`src/sv/mng_pkg.sv`:
```
`default_nettype none

package mng_pkg;

  localparam int SYMBOLS   = 28;
  localparam int SLOT_BITS = 5;

  localparam logic [4:0] SYM_END   = 5'd0;
  localparam logic [4:0] SYM_SPACE = 5'd27;

  localparam logic [1:0] FUNC_TRAIN    = 2'd0;
  localparam logic [1:0] FUNC_GENERATE = 2'd1;
  localparam logic [1:0] FUNC_CLEAR    = 2'd2;
  localparam logic [1:0] FUNC_NONE     = 2'd3;

  localparam logic [7:0] CHAR_UPPER_A = 8'd65;
  localparam logic [7:0] CHAR_UPPER_Z = 8'd90;
  localparam logic [7:0] CHAR_LOWER_A = 8'd97;
  localparam logic [7:0] CHAR_LOWER_Z = 8'd122;
  localparam logic [7:0] CHAR_SPACE   = 8'd32;
  localparam logic [7:0] CHAR_NEWLINE = 8'd10;
  localparam logic [7:0] CASE_OFFSET  = 8'd32;

  localparam logic [2:0] CTX_LEN_RESET = 3'd2;

  typedef struct packed {
    logic       hit;
    logic       last;
    logic [4:0] sym;
  } acc_status_t;

endpackage

`default_nettype wire

```
`src/sv/mng_acc.sv`:
```
`default_nettype none

module mng_acc #(
  parameter int COUNT_BITS = 16,
  parameter int LHS_W      = 37
) (
  input  wire logic                    clk,
  input  wire logic                    rst,
  input  wire logic                    load,
  input  wire logic [LHS_W-1:0]        lhs,
  input  wire logic                    in_valid,
  input  wire logic [COUNT_BITS-1:0]   in_data,
  input  wire logic [4:0]              in_sym,
  output mng_pkg::acc_status_t         status
);

  import mng_pkg::*;

  localparam int W_W   = COUNT_BITS + 16;
  localparam int ACC_W = LHS_W + 1;

  logic             wv;
  logic [W_W-1:0]   w;
  logic [4:0]       wsym;
  logic [ACC_W-1:0] acc;
  logic [ACC_W-1:0] acc_next;

  // acc holds 65535*c - r*total; the symbol is taken once it stops being negative
  assign acc_next = acc + ACC_W'(w);

  always_ff @(posedge clk) begin
    if (rst) begin
      wv <= 1'b0;
    end else begin
      wv <= load ? 1'b0 : in_valid;
    end
  end

  always_ff @(posedge clk) begin
    w    <= {in_data, 16'h0000} - W_W'(in_data);
    wsym <= in_sym;
    if (load) begin
      acc <= ACC_W'(0) - {1'b0, lhs};
    end else if (wv) begin
      acc <= acc_next;
    end
  end

  always_comb begin
    status.hit  = wv && !acc_next[ACC_W-1];
    status.last = wv && (wsym == SYM_SPACE);
    status.sym  = wsym;
  end

endmodule

`default_nettype wire

```
`config.mk`:
```
export PLATFORM = sky130hd
export DESIGN_NAME = mng_acc
export DESIGN_NICKNAME = d
export VERILOG_FILES = /design/src/sv/mng_pkg.sv /design/src/sv/mng_acc.sv
export SDC_FILE = /design/constraint.sdc
export NUM_CORES = 1
export LEC_CHECK = 0
export BUFFER_PORTS_ARGS = -buffer_cell sky130_fd_sc_hd__buf_4
export CAP_MARGIN = 20
export CORE_MARGIN = 3
export CORE_UTILIZATION = 31
export CTS_CLUSTER_SIZE = 40
export DETAILED_ROUTE_END_ITERATION = 8
export PLACE_DENSITY = 0.55
export SLEW_MARGIN = 25
export SYNTH_ARGS = -nofsm -noshare
export SYNTH_HDL_FRONTEND = slang
export SYNTH_SLANG_ARGS = --single-unit
```
`constraint.sdc`:
```
create_clock -name clk -period 8.95 [get_ports clk]
set_input_delay 1.3425 -clock clk [delete_from_list [all_inputs] [get_ports clk]]
set_output_delay 1.3425 -clock clk [all_outputs]
set_load 0.02 [all_outputs]
```
==> summary.md <==
| Metric | Value |
|---|---|
| Status | finished, final reports clean |
| Worst hold stages | 2 |
| Power Density | 200 mW/mm^2 |
| Combinational family with the most area after synthesis | simple AND/OR/NAND/NOR gates |
| Final wirelength | 12700 um |
| Num rows | 46 |
| Slew @ Worst Pin | 0.733 ns |
| CP Max Fanout | 4 |
| Vias in the first global route | 4364 |
| Leakage | 2.44 nW |
| Share of cells above drive strength 1 | 16.0% |
| Mux cell area share after synthesis | 0.641% |
| Global-route wire length before repair | 21200 um |
| Flop pwr share | 35.4% |
| R2r worst-path depth | 11 |
| CTS Sinks | 76 |
| Critical setup path kind | register to primary output |
| Top area cells in the synthesized netlist | edfxtp_1, dfxtp_1, ha_1 |
| Largest net degree at the start of global routing | 78 |
| Syn Nets | 661 |
| Register area share after synthesis | 37.5% |
| GRT overflow | 0 |
| Routed Antenna Nets | 0 |
| Diode count | 0 |
| Min Tclk post-route | 5.17 ns |
| Period utilization | 57.7% |
| FF+latch count, synth | 76 |
| Post-DP HPWL | 9900 um |
| CP max-delay cell | nor4_1 |
| Setup tns final | 0 ns |
| Logic pwr share | 30.9% |
| Maxcap violations | 0 |
| Reg clk slew, reported paths | 0.06 ns |
| Hold worst-path end | acc[37] |
| Ys Warns | 0 |
| Final setup viols | 0 |
| Hold Path Origin | acc[37] |
| CTS Buffer Depth | 2 |
| Critical R2R Launch | acc[0] |
| Number of synthesized flops with an enable pin | 38 |
| Chip width | 134 um |
| Area Growth Syn to Fin | 21.0% |
| Worst Path Buf+Inv | 1 |
| WL/cell | 14.9 um |
| Initial Utilization | 31.8% |
| F_max | 0.194 GHz |
| Cts bufs inserted | 9 |
| Pint | 0.000854 W |
| Cts hold-fix bufs | 0 |
| Total track usage | 14.6% |
| DIE HEIGHT | 134 um |
| Cells after synthesis | 564 |
| Post-synthesis simple-gate area fraction | 20.7% |
| H-tree Lvls | 3 |
| Worst Path Required | 7.61 ns |
| Worst Clk Skew | 0.00744 ns |
| IO Port Bufs | 68 |
| Post-Synth Adder-Cell Area | 8.77% |
| Flop-to-flop setup slack | 5.14 ns |
| Syn Area/Cell | 9.00 um^2 |
| Unique masters post-synth | 58 |
| Maximum vdd drop | 0.170 mV |
| Critical Path Max Stage Delay | 0.65 ns |
| Vias | 4301 |
| CTS tree | built |
| Async set-reset flop share out of synthesis | 0% |
| Root Buffer | clkbuf_16 |
| First-pass DRT Iterations | 4 |
| GP Congestion | 0.889 |
| Kind of cell adding the most delay to the critical path | compound AO/OA/AOI/OAI gates |
| Fin. max-slew vios | 0 |
| Total die area | 0.0179 mm^2 |
| Clk_lat worst skew | 0.34 ns |
| Setup repair after global routing missed its margin | false |
| Reg2reg end | acc[34] |
| Relative slew slack | 51.2% |
| Hold Crit Class | register to register |
| NetSw | 0.000376 W |
| Final Non-Filler Cells | 848 |
| Count of final hold-check violations | 0 |
| Crit path arrival time | 3.83 ns |
| Crit end category | primary output |
| Drt initial violations | 188 |
| Postcts setup bufs | 0 |
| Post-synth top area cell | edfxtp_1 |
| Initial antenna violation count | 0 |
| Switching power as a share of total power | 30.6% |
| CTS-repair resized insts | 0 |
| Residual DRC count | 0 |
| CP cell instances | ha_1 > a211oi_1 > nor4_1 > nor4_1 > o41ai_2 > a211oi_1 > o31ai_1 > nand4_1 > xor2_1 > and2_1 > buf_4 |
| Cell area after synthesis | 0.00508 mm^2 |
| Total Nets Final | 724 |
| Startpoint Class | register |
| I/O pins | 69 |
| # placed instances | 832 |
| Post-Synth XOR/XNOR Area | 11.7% |
| Most frequently used flop master after synthesis | edfxtp_1 |
| Synth Area in Compound Gates | 18.8% |
| Synth top area share | 22.5% |
| Clock Power Share | 33.7% |
| Core area | 0.0159 mm^2 |
| Via/cell ratio | 5.07 |
==> worst min-delay path, stage by stage, from the launching register on <==
cell      delay, ns
edfxtp_1       0.33
xor2_1         0.08
mux2i_1        0.11
==> logic make-up after synthesis <==
family	after synthesis
buf+inv	24
xor+xnor	68
fa+ha+maj	35
compound gates	149
flops	76
simple gates	209
mux	3
==> routing by layer <==
layer / vias to the layer above / global-route usage, % / routed length (um)
met5: - / 0 / 0
met4: 0 / 6.17 / 324
met3: 21 / 2.93 / 752
met2: 115 / 23.1 / 5680
met1: 1959 / 19.6 / 5900
li1: 2206 / - / -
==> stage by stage <==
step / setup slack [ns] / power [W] / cell area [um^2] / util, % / hold WS, ns
CTS: 3.78 / 0.00124 / 6140 / 38.5 / 0.658
detailed placement: 4.18 / 0.000820 / 5790 / 36.3 / 0.643
finish: 3.78 / 0.00123 / 6140 / 38.5 / 0.652
global placement: 4.24 / 0.000816 / 5790 / 36.3 / 0.644
global route: 3.46 / 0.00131 / 6140 / 38.5 / 0.690
floorplan: 4.80 / 0.000719 / 5080 / - / 0.608
==> area by class of cell <==
cell class / instances / area, um^2
clock buffer: 13 / 304
clock inverter: 3 / 45.0
fill: 1607 / 9800
inverter: 8 / 30.0
multi-input combinational: 464 / 3080
sequential: 76 / 1900
tap: 216 / 270
timing repair buffer: 68 / 510
==> cells in the mapped netlist (12+ instances only) <==
cell type,n
nand2_1,65
o21ai_0,50
nor2_1,40
xnor2_1,40
dfxtp_1,38
edfxtp_1,38
ha_1,34
a21oi_1,30
xor2_1,28
a21o_1,25
nor3_1,18
nand3_1,16
or3_1,12
==> power groups by stage <==
stage	clock [W]	combinational [W]	sequential [W]
CTS	0.000426	0.000380	0.000436
global placement	0	0.000373	0.000443
global route	0.000442	0.000428	0.000440
detailed placement	0	0.000377	0.000443
floorplan	0	0.000283	0.000437
finish	0.000415	0.000380	0.000436
==> how the worst max path moves through the flow <==
stage	from	endpoint	depth (start not counted)	slack, ns
floorplan	acc[7]	status[6]	10	4.80
global placement	acc[7]	status[6]	11	4.24
detailed placement	acc[7]	status[6]	11	4.18
CTS	acc[7]	status[6]	11	3.78
global route	acc[7]	status[6]	11	3.46
finish	acc[1]	status[6]	11	3.78
==> state kept, by name, indices dropped and copies added (netlist names) <==
name,count
wv,1
acc,38
wsym,5
w,32
==> cells in the final DEF, fill, tap and decap left out, types with 25 or more instances in the layout <==
cell	count
edfxtp_1	38
ha_1	34
xor2_1	28
nor2_1	40
a21oi_1	30
a21o_1	25
nand2_1	65
dfxtp_1	38
buf_4	68
o21ai_0	50
xnor2_1	40
Note: power is estimated with default switching activity, not from simulation.
